File: src/rtl/core/fkx_pkg.sv
// ----------------------------------------------------------------------------
// fkx_pkg
// Shared types and constants for the keyword field extractor.
// ----------------------------------------------------------------------------
package fkx_pkg;

    localparam int MAX_KEYWORD_LEN_DEF = 8;

    localparam int CFG_ADDR_W = 5;
    localparam int CFG_DATA_W = 64;

    // register index, taken from paddr[4:3]
    localparam logic [1:0] REG_KEYWORD_BYTES  = 2'd0;
    localparam logic [1:0] REG_KEYWORD_LENGTH = 2'd1;
    localparam logic [1:0] REG_FIELD_SELECT   = 2'd2;
    localparam logic [1:0] REG_MAX_FIELD_LEN  = 2'd3;

    localparam logic [7:0] CH_NUL   = 8'h00;
    localparam logic [7:0] CH_COMMA = 8'h2C;
    localparam logic [7:0] CH_CR    = 8'h0D;
    localparam logic [7:0] CH_LF    = 8'h0A;
    localparam logic [7:0] CH_SPACE = 8'h20;
    localparam logic [7:0] CH_TAB   = 8'h09;

    typedef struct packed {
        logic [63:0] keyword_bytes;
        logic [3:0]  keyword_length;
        logic [7:0]  field_select;
        logic [7:0]  max_field_len;
    } cfg_t;

    typedef struct packed {
        logic [7:0] out_byte;
        logic       is_status;
        logic       found;
    } res_t;

    typedef enum logic [4:0] {
        PH_SEARCH     = 5'b00001,
        PH_SKIP_WS    = 5'b00010,
        PH_SKIP_FIELD = 5'b00100,
        PH_COPY       = 5'b01000,
        PH_DONE       = 5'b10000
    } phase_t;

endpackage

File: src/rtl/core/fkx_ifs.sv
// ----------------------------------------------------------------------------
// fkx_ifs
// Valid/ready channels for the character stream and the result stream.
// ----------------------------------------------------------------------------
interface fkx_char_if;
    logic       valid;
    logic       ready;
    logic [7:0] char_byte;

    modport source (output valid, output char_byte, input ready);
    modport sink   (input valid, input char_byte, output ready);
endinterface

interface fkx_result_if;
    logic       valid;
    logic       ready;
    logic [7:0] out_byte;
    logic       is_status;
    logic       found;

    modport source (output valid, output out_byte, output is_status, output found,
                    input ready);
    modport sink   (input valid, input out_byte, input is_status, input found,
                    output ready);
endinterface

File: src/rtl/core/field_after_keyword_extractor.sv
// ----------------------------------------------------------------------------
// field_after_keyword_extractor
// Finds a keyword in a byte stream and returns one comma-separated field.
//
//   channel   dir   handshake          payload
//   char_in   in    valid / ready      char_byte[7:0]
//   res_out   out   valid / ready      out_byte[7:0], is_status, found
//   apb       in    psel/penable       paddr[4:0], pwdata/prdata[63:0]
//
// One character per cycle unless a result is stalled; each result passes from
// input register to result register, set by the single-pass window compare and phase update.
// Reset (rst_n, asynchronous) clears the parser; registers return to defaults.
// A stalled result holds in its register; characters that produce no result
// keep flowing past it.
// ----------------------------------------------------------------------------
module field_after_keyword_extractor #(
    parameter int MAX_KEYWORD_LEN = fkx_pkg::MAX_KEYWORD_LEN_DEF
) (
    input  logic                           clk,
    input  logic                           rst_n,
    fkx_char_if.sink                       char_in,
    fkx_result_if.source                   res_out,
    input  logic                           psel,
    input  logic                           penable,
    input  logic                           pwrite,
    input  logic [fkx_pkg::CFG_ADDR_W-1:0] paddr,
    input  logic [fkx_pkg::CFG_DATA_W-1:0] pwdata,
    output logic [fkx_pkg::CFG_DATA_W-1:0] prdata,
    output logic                           pready
);
    import fkx_pkg::*;

    cfg_t cfg;

    fkx_cfg_regs u_cfg (
        .clk     (clk),
        .rst_n   (rst_n),
        .psel    (psel),
        .penable (penable),
        .pwrite  (pwrite),
        .paddr   (paddr),
        .pwdata  (pwdata),
        .prdata  (prdata),
        .pready  (pready),
        .cfg     (cfg)
    );

    fkx_parser #(
        .MAX_KEYWORD_LEN (MAX_KEYWORD_LEN)
    ) u_parser (
        .clk     (clk),
        .rst_n   (rst_n),
        .cfg     (cfg),
        .char_in (char_in),
        .res_out (res_out)
    );

endmodule

File: src/rtl/core/fkx_cfg_regs.sv
// ----------------------------------------------------------------------------
// fkx_cfg_regs
// APB-style register file: keyword, keyword length, field index, length limit.
// ----------------------------------------------------------------------------
module fkx_cfg_regs (
    input  logic                           clk,
    input  logic                           rst_n,
    input  logic                           psel,
    input  logic                           penable,
    input  logic                           pwrite,
    input  logic [fkx_pkg::CFG_ADDR_W-1:0] paddr,
    input  logic [fkx_pkg::CFG_DATA_W-1:0] pwdata,
    output logic [fkx_pkg::CFG_DATA_W-1:0] prdata,
    output logic                           pready,
    output fkx_pkg::cfg_t                  cfg
);
    import fkx_pkg::*;

    cfg_t       cfg_reg;
    cfg_t       cfg_next;
    logic [1:0] reg_idx;
    logic       wr_en;

    assign pready  = 1'b1;
    assign reg_idx = paddr[4:3];
    assign wr_en   = psel && penable && pwrite && pready;

    always_comb
    begin
        cfg_next = cfg_reg;
        if (wr_en)
        begin
            unique case (reg_idx)
                REG_KEYWORD_BYTES:  cfg_next.keyword_bytes  = pwdata;
                REG_KEYWORD_LENGTH: cfg_next.keyword_length = pwdata[3:0];
                REG_FIELD_SELECT:   cfg_next.field_select   = pwdata[7:0];
                REG_MAX_FIELD_LEN:  cfg_next.max_field_len  = pwdata[7:0];
                default:            cfg_next = cfg_reg;
            endcase
        end
    end

    always_ff @(posedge clk or negedge rst_n)
    begin
        if (!rst_n)
        begin
            cfg_reg.keyword_bytes  <= '0;
            cfg_reg.keyword_length <= 4'd1;
            cfg_reg.field_select   <= 8'd0;
            cfg_reg.max_field_len  <= 8'd255;
        end
        else
        begin
            cfg_reg <= cfg_next;
        end
    end

    always_comb
    begin
        unique case (reg_idx)
            REG_KEYWORD_BYTES:  prdata = cfg_reg.keyword_bytes;
            REG_KEYWORD_LENGTH: prdata = CFG_DATA_W'(cfg_reg.keyword_length);
            REG_FIELD_SELECT:   prdata = CFG_DATA_W'(cfg_reg.field_select);
            REG_MAX_FIELD_LEN:  prdata = CFG_DATA_W'(cfg_reg.max_field_len);
            default:            prdata = '0;
        endcase
    end

    assign cfg = cfg_reg;

endmodule

File: src/rtl/core/fkx_parser.sv
// ----------------------------------------------------------------------------
// fkx_parser
// Input register, keyword window, field parser and result register.
// ----------------------------------------------------------------------------
module fkx_parser #(
    parameter int MAX_KEYWORD_LEN = fkx_pkg::MAX_KEYWORD_LEN_DEF
) (
    input  logic            clk,
    input  logic            rst_n,
    input  fkx_pkg::cfg_t   cfg,
    fkx_char_if.sink        char_in,
    fkx_result_if.source    res_out
);
    import fkx_pkg::*;

    localparam int WIN_W = 8 * MAX_KEYWORD_LEN;
    localparam int LEN_W = $clog2(MAX_KEYWORD_LEN + 1);
    localparam int SH_W  = (WIN_W > 8) ? $clog2(WIN_W) : 1;

    logic             in_valid_reg;
    logic [7:0]       in_byte_reg;

    logic [WIN_W-1:0] win_reg,    win_next;
    logic [LEN_W-1:0] fill_reg,   fill_next;
    phase_t           phase_reg,  phase_next;
    logic [7:0]       fcount_reg, fcount_next;
    logic [7:0]       copied_reg, copied_next;

    logic             out_valid_reg;
    res_t             out_data_reg;

    logic             has_res;
    res_t             res;
    logic             out_free;
    logic             adv;

    logic [LEN_W-1:0] eff_len;
    logic [WIN_W-1:0] shift_win;
    logic [WIN_W-1:0] recent;
    logic [SH_W-1:0]  shamt;
    logic             key_hit;
    logic [7:0]       c;
    logic             is_ws;
    logic             copy_end;

    assign c        = in_byte_reg;
    assign is_ws    = (c == CH_SPACE) || (c == CH_TAB);
    assign copy_end = (copied_reg >= cfg.max_field_len) || (c == CH_COMMA)
                      || (c == CH_CR) || (c == CH_LF);

    // clamp keyword length to 1..MAX_KEYWORD_LEN
    always_comb
    begin
        if (cfg.keyword_length == 4'd0)
            eff_len = LEN_W'(1);
        else if (cfg.keyword_length > 4'(MAX_KEYWORD_LEN))
            eff_len = LEN_W'(MAX_KEYWORD_LEN);
        else
            eff_len = LEN_W'(cfg.keyword_length);
    end

    // newest byte enters at the top of the window
    assign shift_win = (win_reg >> 8) | (WIN_W'(c) << (WIN_W - 8));
    assign shamt     = SH_W'((MAX_KEYWORD_LEN - int'(eff_len)) * 8);
    assign recent    = shift_win >> shamt;

    always_comb
    begin
        key_hit = 1'b1;
        for (int j = 0; j < MAX_KEYWORD_LEN; j++)
        begin
            if ((j < int'(eff_len)) && (recent[8*j +: 8] != cfg.keyword_bytes[8*j +: 8]))
                key_hit = 1'b0;
        end
    end

    always_comb
    begin
        win_next    = win_reg;
        fill_next   = fill_reg;
        phase_next  = phase_reg;
        fcount_next = fcount_reg;
        copied_next = copied_reg;
        has_res     = 1'b0;
        res         = '0;

        if (c == CH_NUL)
        begin
            // end of string: report if not yet done, then clear
            has_res       = (phase_reg != PH_DONE);
            res.is_status = 1'b1;
            res.found     = (phase_reg == PH_COPY);
            win_next      = '0;
            fill_next     = '0;
            phase_next    = PH_SEARCH;
            fcount_next   = 8'd0;
            copied_next   = 8'd0;
        end
        else
        begin
            unique case (phase_reg)
                PH_SEARCH:
                begin
                    win_next = shift_win;
                    if (fill_reg < LEN_W'(MAX_KEYWORD_LEN))
                        fill_next = fill_reg + LEN_W'(1);
                    if ((fill_next >= eff_len) && key_hit)
                    begin
                        phase_next  = PH_SKIP_WS;
                        fcount_next = 8'd0;
                        copied_next = 8'd0;
                    end
                end
                PH_SKIP_WS:
                begin
                    if (!is_ws)
                    begin
                        if (fcount_reg == cfg.field_select)
                        begin
                            has_res = 1'b1;
                            if (copy_end)
                            begin
                                phase_next    = PH_DONE;
                                res.is_status = 1'b1;
                                res.found     = 1'b1;
                            end
                            else
                            begin
                                phase_next   = PH_COPY;
                                copied_next  = copied_reg + 8'd1;
                                res.out_byte = c;
                            end
                        end
                        else if (c == CH_COMMA)
                        begin
                            fcount_next = fcount_reg + 8'd1;
                        end
                        else
                        begin
                            phase_next = PH_SKIP_FIELD;
                        end
                    end
                end
                PH_SKIP_FIELD:
                begin
                    if (c == CH_COMMA)
                    begin
                        fcount_next = fcount_reg + 8'd1;
                        phase_next  = PH_SKIP_WS;
                    end
                end
                PH_COPY:
                begin
                    has_res = 1'b1;
                    if (copy_end)
                    begin
                        phase_next    = PH_DONE;
                        res.is_status = 1'b1;
                        res.found     = 1'b1;
                    end
                    else
                    begin
                        copied_next  = copied_reg + 8'd1;
                        res.out_byte = c;
                    end
                end
                PH_DONE:
                begin
                    phase_next = PH_DONE;
                end
                default:
                begin
                    phase_next = PH_SEARCH;
                end
            endcase
        end
    end

    // a byte with no result moves on even while the result register is stalled
    assign out_free       = !out_valid_reg || res_out.ready;
    assign adv            = in_valid_reg && (!has_res || out_free);
    assign char_in.ready  = !in_valid_reg || adv;

    always_ff @(posedge clk or negedge rst_n)
    begin
        if (!rst_n)
        begin
            in_valid_reg  <= 1'b0;
            out_valid_reg <= 1'b0;
            win_reg       <= '0;
            fill_reg      <= '0;
            phase_reg     <= PH_SEARCH;
            fcount_reg    <= 8'd0;
            copied_reg    <= 8'd0;
        end
        else
        begin
            if (char_in.ready)
                in_valid_reg <= char_in.valid;
            if (adv)
            begin
                win_reg    <= win_next;
                fill_reg   <= fill_next;
                phase_reg  <= phase_next;
                fcount_reg <= fcount_next;
                copied_reg <= copied_next;
            end
            if (adv && has_res)
                out_valid_reg <= 1'b1;
            else if (res_out.ready)
                out_valid_reg <= 1'b0;
        end
    end

    always_ff @(posedge clk)
    begin
        if (char_in.ready && char_in.valid)
            in_byte_reg <= char_in.char_byte;
        if (adv && has_res)
            out_data_reg <= res;
    end

    assign res_out.valid     = out_valid_reg;
    assign res_out.out_byte  = out_data_reg.out_byte;
    assign res_out.is_status = out_data_reg.is_status;
    assign res_out.found     = out_data_reg.found;

endmodule

File: src/flat_wrapper.sv
// flat-port wrapper written by rule: the top's interface ports become plain ports
module field_after_keyword_extractor_flat import fkx_pkg::*;
#(
    parameter int MAX_KEYWORD_LEN = fkx_pkg::MAX_KEYWORD_LEN_DEF
)
  (clk, rst_n, psel, penable, pwrite, paddr, pwdata, prdata, pready, char_in_valid, char_in_char_byte, char_in_ready, res_out_valid, res_out_out_byte, res_out_is_status, res_out_found, res_out_ready);
  fkx_char_if char_in_i ();
  fkx_result_if res_out_i ();
  input  logic clk;
  input  logic rst_n;
  input  logic psel;
  input  logic penable;
  input  logic pwrite;
  input  logic [fkx_pkg::CFG_ADDR_W-1:0] paddr;
  input  logic [fkx_pkg::CFG_DATA_W-1:0] pwdata;
  output logic [fkx_pkg::CFG_DATA_W-1:0] prdata;
  output logic pready;
  input wire logic [$bits(char_in_i.valid)-1:0] char_in_valid;
  input wire logic [$bits(char_in_i.char_byte)-1:0] char_in_char_byte;
  output wire logic [$bits(char_in_i.ready)-1:0] char_in_ready;
  output wire logic [$bits(res_out_i.valid)-1:0] res_out_valid;
  output wire logic [$bits(res_out_i.out_byte)-1:0] res_out_out_byte;
  output wire logic [$bits(res_out_i.is_status)-1:0] res_out_is_status;
  output wire logic [$bits(res_out_i.found)-1:0] res_out_found;
  input wire logic [$bits(res_out_i.ready)-1:0] res_out_ready;
  assign char_in_i.valid = char_in_valid;
  assign char_in_i.char_byte = char_in_char_byte;
  assign char_in_ready = char_in_i.ready;
  assign res_out_valid = res_out_i.valid;
  assign res_out_out_byte = res_out_i.out_byte;
  assign res_out_is_status = res_out_i.is_status;
  assign res_out_found = res_out_i.found;
  assign res_out_i.ready = res_out_ready;
  field_after_keyword_extractor #(.MAX_KEYWORD_LEN(MAX_KEYWORD_LEN)) u_core (.clk(clk), .rst_n(rst_n), .char_in(char_in_i), .res_out(res_out_i), .psel(psel), .penable(penable), .pwrite(pwrite), .paddr(paddr), .pwdata(pwdata), .prdata(prdata), .pready(pready));
endmodule
File: config.mk
export PLATFORM = sky130hd
export DESIGN_NAME = field_after_keyword_extractor_flat
export DESIGN_NICKNAME = d
export VERILOG_FILES = /design/src/rtl/core/fkx_pkg.sv /design/src/rtl/core/fkx_ifs.sv /design/src/rtl/core/field_after_keyword_extractor.sv /design/src/rtl/core/fkx_cfg_regs.sv /design/src/rtl/core/fkx_parser.sv /design/src/flat_wrapper.sv
export SDC_FILE = /design/constraint.sdc
export NUM_CORES = 1
export LEC_CHECK = 0
export ABC_CLOCK_PERIOD_IN_PS = 10360
export BUFFER_PORTS_ARGS = -buffer_cell sky130_fd_sc_hd__buf_4
export CAP_MARGIN = 20
export CELL_PAD_IN_SITES_DETAIL_PLACEMENT = 1
export CELL_PAD_IN_SITES_GLOBAL_PLACEMENT = 2
export CORE_ASPECT_RATIO = 1.5
export CORE_MARGIN = 2
export CORE_UTILIZATION = 26
export CTS_BUF_LIST = sky130_fd_sc_hd__clkbuf_8
export DETAILED_ROUTE_END_ITERATION = 6
export HOLD_SLACK_MARGIN = 0.05
export PLACE_DENSITY = 0.62
export SLEW_MARGIN = 20
export SYNTH_ARGS = -nofsm -noshare
export SYNTH_HDL_FRONTEND = slang
export SYNTH_SLANG_ARGS = --single-unit
File: constraint.sdc
create_clock -name clk -period 10.36 [get_ports clk]
set_clock_uncertainty 0.1 [all_clocks]
set_input_delay 0 -clock clk [delete_from_list [all_inputs] [get_ports clk]]
set_output_delay 0 -clock clk [all_outputs]
set_load 0.005 [all_outputs]
==> flow_summary.html <==
<table>
<tr><th>Metric</th><th>Value</th></tr>
<tr><th colspan="2">Run status</th></tr>
<tr><td>Run status</td><td>complete, no violations</td></tr>
<tr><th colspan="2">STA</th></tr>
<tr><td>Worst-Margin Slew</td><td>1.173 ns</td></tr>
<tr><td>Fin. Hold Viols</td><td>0</td></tr>
<tr><td>Unrepaired setup endpoints after global routing</td><td>false</td></tr>
<tr><td>Setup violators final</td><td>0</td></tr>
<tr><td>Maximum frequency from static timing analysis</td><td>0.1473 GHz</td></tr>
<tr><td>Final critical path time including I/O delays and setup</td><td>slightly below 7 ns</td></tr>
<tr><td>Slew Limit Headroom</td><td>0.2163</td></tr>
<tr><td>Max Transition Viols Final</td><td>0</td></tr>
<tr><td>Total Negative Setup Slacks</td><td>0 ns</td></tr>
<tr><td>Final worst-path cycle share</td><td>0.6553</td></tr>
<tr><th colspan="2">Floorplanning</th></tr>
<tr><td>Area of the core</td><td>45,760 um2</td></tr>
<tr><td>Width of the die</td><td>179.9 um</td></tr>
<tr><td>Die height</td><td>between 200 and 300 um</td></tr>
<tr><td>Ports</td><td>161</td></tr>
<tr><td>Initial core utilization</td><td>0.2638</td></tr>
<tr><td>Total Die Area</td><td>48,200 um2</td></tr>
<tr><td>Cell row count</td><td>96</td></tr>
<tr><th colspan="2">Clock tree</th></tr>
<tr><td>Count of cells resized by post-cts repair</td><td>0</td></tr>
<tr><td>Clock latency on the worst-skew pair</td><td>0.54 ns</td></tr>
<tr><td>Cell at the root of the clock tree</td><td>sky130_fd_sc_hd__clkbuf_8</td></tr>
<tr><td>Number of H-tree branching levels</td><td>4</td></tr>
<tr><td>Clock sinks</td><td>roughly 190</td></tr>
<tr><td>Clock tree from TritonCTS</td><td>built</td></tr>
<tr><td>TritonCTS buffer count</td><td>17</td></tr>
<tr><td>Maximum clock insertion buffer count</td><td>2</td></tr>
<tr><td>Worst-path clk slew</td><td>0.11 ns</td></tr>
<tr><th colspan="2">Worst setup path</th></tr>
<tr><td>Kind of critical path</td><td>flop to flop</td></tr>
<tr><td>Worst-path cell chain</td><td>o21bai_4, nand2_2, ha_1, xnor2_4, buf_4, mux4_1, a211oi_1, xnor2_1, a2111oi_0, and4_1, nand3_2, o311ai_0, nand4b_1, a21o_1</td></tr>
<tr><td>Number of cells on the worst reg-to-reg path</td><td>14</td></tr>
<tr><td>Arrival time of the worst setup path</td><td>7.12 ns</td></tr>
<tr><td>Capturing point of the worst reg2reg path</td><td>u_core.u_parser.fcount_reg[4]$_DFFE_PN0P_</td></tr>
<tr><td>Data required time at the worst endpoint</td><td>10.69 ns</td></tr>
<tr><td>Reg2Reg Launch Point</td><td>u_core.u_cfg.cfg[18]$_DFFE_PN0P_</td></tr>
<tr><td>Startpoint Class</td><td>flop</td></tr>
<tr><td>Highest net fanout along the worst path</td><td>34</td></tr>
<tr><td>Crit path largest cell delay</td><td>about 0.7 ns</td></tr>
<tr><td>Worst R2R Setup Slack</td><td>3.57 ns</td></tr>
<tr><td>Slowest CP cell</td><td>sky130_fd_sc_hd__o311ai_0</td></tr>
<tr><td>CP Capture Type</td><td>flop</td></tr>
<tr><th colspan="2">Flow run</th></tr>
<tr><td>Max cap viols</td><td>0</td></tr>
<tr><th colspan="2">Layout</th></tr>
<tr><td>Most frequent cells in the layout</td><td>173 x sky130_fd_sc_hd__buf_4, 157 x sky130_fd_sc_hd__dfrtp_1, 100 x sky130_fd_sc_hd__mux2_2</td></tr>
<tr><td>Area growth from synthesis to layout</td><td>25.23%</td></tr>
<tr><td>Non-Filler Cell Area, Final</td><td>about 15,000 um2</td></tr>
<tr><td>FILL cells</td><td>5,152</td></tr>
<tr><td>Fraction of layout cells with a size suffix above 1</td><td>0.2582</td></tr>
<tr><td>Commonest non-fill, non-tap cell in the layout</td><td>sky130_fd_sc_hd__buf_4</td></tr>
<tr><td>Flip-flop count of the largest register after layout</td><td>84</td></tr>
<tr><td>Final-stage net count</td><td>1,489</td></tr>
<tr><th colspan="2">Placement</th></tr>
<tr><td>Count of input and output buffers</td><td>around 160</td></tr>
<tr><td>Gp weighted congestion</td><td>0.8133</td></tr>
<tr><td>Detailed placer's ending HPWL</td><td>34,320 um</td></tr>
<tr><td>Post-place instance area</td><td>approximately 14,000 um2</td></tr>
<tr><th colspan="2">Route</th></tr>
<tr><td>Vias</td><td>10,630</td></tr>
<tr><td>Violation count after the first detailed-route iteration</td><td>between 500 and 600</td></tr>
<tr><td>Detail Route Antenna Nets</td><td>0</td></tr>
<tr><td>Final wirelength</td><td>47,310 um</td></tr>
<tr><td>Vias per cell</td><td>5.341</td></tr>
<tr><td>Post-route DRC violation count</td><td>0</td></tr>
<tr><td>First drt pass iteration count</td><td>7</td></tr>
<tr><td>Routed length per instance</td><td>23.76 um</td></tr>
<tr><th colspan="2">Synthesis</th></tr>
<tr><td>Combined area of all synthesized cells</td><td>12,070 um2</td></tr>
<tr><td>Syn. warnings</td><td>0</td></tr>
<tr><td>Most common flop cell mapped by yosys</td><td>sky130_fd_sc_hd__dfrtp_1</td></tr>
<tr><td>Fraction of synthesis flops using an asynchronous set or reset pin</td><td>0.9027</td></tr>
<tr><td>Synth cell types</td><td>91</td></tr>
<tr><td>Post-Synthesis Net Count</td><td>1,286</td></tr>
<tr><td>FF+latch count, synth</td><td>185</td></tr>
<tr><td>Portion of the post-synthesis area used by sequential elements</td><td>0.3920</td></tr>
<tr><td>Number of synthesized flops with an enable pin</td><td>18</td></tr>
<tr><td>Cell count after synthesis</td><td>1,186</td></tr>
<tr><td>Syn avg cell area</td><td>about 10 um2</td></tr>
<tr><th colspan="2">Hold path</th></tr>
<tr><td>Min-Delay Path Class</td><td>input pin to flop</td></tr>
<tr><td>Hold Crit Depth</td><td>2</td></tr>
<tr><td>Hold path start</td><td>char_in_char_byte[2]</td></tr>
<tr><td>Hold path endpoint</td><td>u_core.u_parser.c[2]$_DFFE_PP_</td></tr>
<tr><th colspan="2">Power</th></tr>
<tr><td>PD cells</td><td>251.8 nW/um2</td></tr>
<tr><td>Leakage power summed over all cells</td><td>6.339 nW</td></tr>
<tr><td>Peak supply drop</td><td>0.09263 mV</td></tr>
<tr><td>Total power</td><td>3.806 mW</td></tr>
<tr><th colspan="2">GRT</th></tr>
<tr><td>Overall routing resource usage</td><td>0.1953</td></tr>
<tr><td>Via count of the first global-routing pass</td><td>roughly 11,000</td></tr>
<tr><td>Pin count of the biggest net entering global routing</td><td>71</td></tr>
<tr><td>Initial antenna violation count</td><td>1</td></tr>
<tr><td>Overflow left after global routing</td><td>0</td></tr>
<tr><td>Global-route wire length before repair</td><td>71,050 um</td></tr>
</table>
worst max-delay path by stage:
stage / slack [ns] / startpoint / to
after detailed placement: 3.72 / u_core.u_cfg.cfg[18]$_DFFE_PN0P_ / u_core.u_parser.fcount_reg[4]$_DFFE_PN0P_
after floorplan: 5.16 / u_core.u_cfg.cfg[18]$_DFFE_PN0P_ / u_core.u_parser.fcount_reg[0]$_DFFE_PN0P_
final: 3.57 / u_core.u_cfg.cfg[18]$_DFFE_PN0P_ / u_core.u_parser.fcount_reg[4]$_DFFE_PN0P_
after CTS: 3.67 / u_core.u_cfg.cfg[18]$_DFFE_PN0P_ / u_core.u_parser.fcount_reg[4]$_DFFE_PN0P_
after global placement: 3.71 / u_core.u_cfg.cfg[18]$_DFFE_PN0P_ / u_core.u_parser.fcount_reg[4]$_DFFE_PN0P_
after global routing: 3.24 / u_core.u_cfg.cfg[18]$_DFFE_PN0P_ / u_core.u_parser.fcount_reg[4]$_DFFE_PN0P_
power by group:
part           switching [mW]  leakage [nW]  internal, mW  total [mW]
clock                   0.304         0.202         0.215       0.519
combinational            1.13          3.89         0.875        2.01
sequential              0.336          2.25         0.942        1.28
total                    1.77          6.34          2.03        3.81
through the flow:
stage | hold WS, ns | utilization | worst slack [ns] | instances
final | 0.09651 | 0.3303 | 3.571 | 1991
after global routing | 0.08238 | 0.3303 | 3.237 | 1991
after CTS | 0.05683 | 0.3302 | 3.666 | 1990
after detailed placement | -0.05518 | 0.3010 | 3.718 | 1865
after global placement | -0.05855 | 0.3010 | 3.708 | 1865
after floorplan | -0.3956 | - | 5.156 | 1186
kinds of logic (layout without fill, tap and decap cells):
kind of cell | after synthesis | after routing | share of synthesized area
AND/OR/NAND/NOR | 351 | 351 | 0.1608
multiplexers | 172 | 172 | 0.1766
other | 1 | 2 | 0.0003107
buffers and inverters | 118 | 334 | 0.04126
adder cells (fa/ha/maj) | 16 | 16 | 0.01659
flip-flops | 185 | 185 | 0.3920
AO/OA/AOI/OAI | 291 | 291 | 0.1725
XOR/XNOR | 52 | 52 | 0.03991
Yosys cell counts (10+ instances only):
cell / count / area [um2]
sky130_fd_sc_hd__nand2_1: 69 / 259.0
sky130_fd_sc_hd__nor3_1: 29 / 145.1
sky130_fd_sc_hd__ha_1: 16 / 200.2
sky130_fd_sc_hd__clkbuf_1: 52 / 195.2
sky130_fd_sc_hd__edfxtp_1: 18 / 540.5
sky130_fd_sc_hd__dfrtp_1: 157 / 3929
sky130_fd_sc_hd__nand2b_1: 11 / 68.82
sky130_fd_sc_hd__xor2_1: 13 / 113.9
sky130_fd_sc_hd__dfstp_2: 10 / 262.8
sky130_fd_sc_hd__a21o_1: 10 / 75.07
sky130_fd_sc_hd__mux2_2: 100 / 1126
sky130_fd_sc_hd__a31oi_1: 23 / 143.9
sky130_fd_sc_hd__nor2_1: 60 / 225.2
sky130_fd_sc_hd__mux2i_1: 48 / 480.5
sky130_fd_sc_hd__mux4_2: 21 / 473.0
sky130_fd_sc_hd__inv_1: 33 / 123.9
sky130_fd_sc_hd__nand4_1: 13 / 81.33
sky130_fd_sc_hd__and3_1: 14 / 87.58
sky130_fd_sc_hd__a21oi_1: 35 / 175.2
sky130_fd_sc_hd__a22o_1: 56 / 490.5
sky130_fd_sc_hd__buf_2: 14 / 70.07
sky130_fd_sc_hd__and2_1: 64 / 400.4
sky130_fd_sc_hd__buf_1: 11 / 41.29
sky130_fd_sc_hd__o21ai_0: 63 / 315.3
sky130_fd_sc_hd__xnor2_1: 37 / 324.1
sky130_fd_sc_hd__nand3_1: 31 / 155.2
timing repair:
item                                   4_1_cts  5_1_grt
buffers inserted                             0        0
endpoints found under the hold margin      186        0
hold buffers                                93        0
area by class of cell:
type,instances,area (um2),area share
Timing Repair Buffer,267,2258,0.1494
Tap cell,588,735.7,0.04867
Sequential cell,185,4732,0.3131
Clock buffer,17,234.0,0.01548
Clock inverter,15,152.6,0.01010
Multi-Input combinational cell,883,6869,0.4544
Antenna cell,1,2.502,0.0001655
Inverter,35,131.4,0.008691
layer usage:
| metal | vias to the layer above | track usage | wire [um] |
|---|---|---|---|
| li1 | 4849 | - | - |
| met1 | 5529 | 0.2122 | 18160 |
| met2 | 204 | 0.3891 | 27060 |
| met3 | 51 | 0.02209 | 1015 |
| met4 | 0 | 0.06438 | 1071 |
| met5 | - | 0 | 0 |
critical path: cells and delay by family (launching register included):
kind,cells,cell delay (ns)
xor+xnor,2,0.78
mux,1,0.62
compound gates,5,2.49
flops,1,0.55
buf+inv,1,0.54
fa+ha+maj,1,0.52
simple gates,4,1.03
No activity file was read; power rests on OpenSTA's default activity.
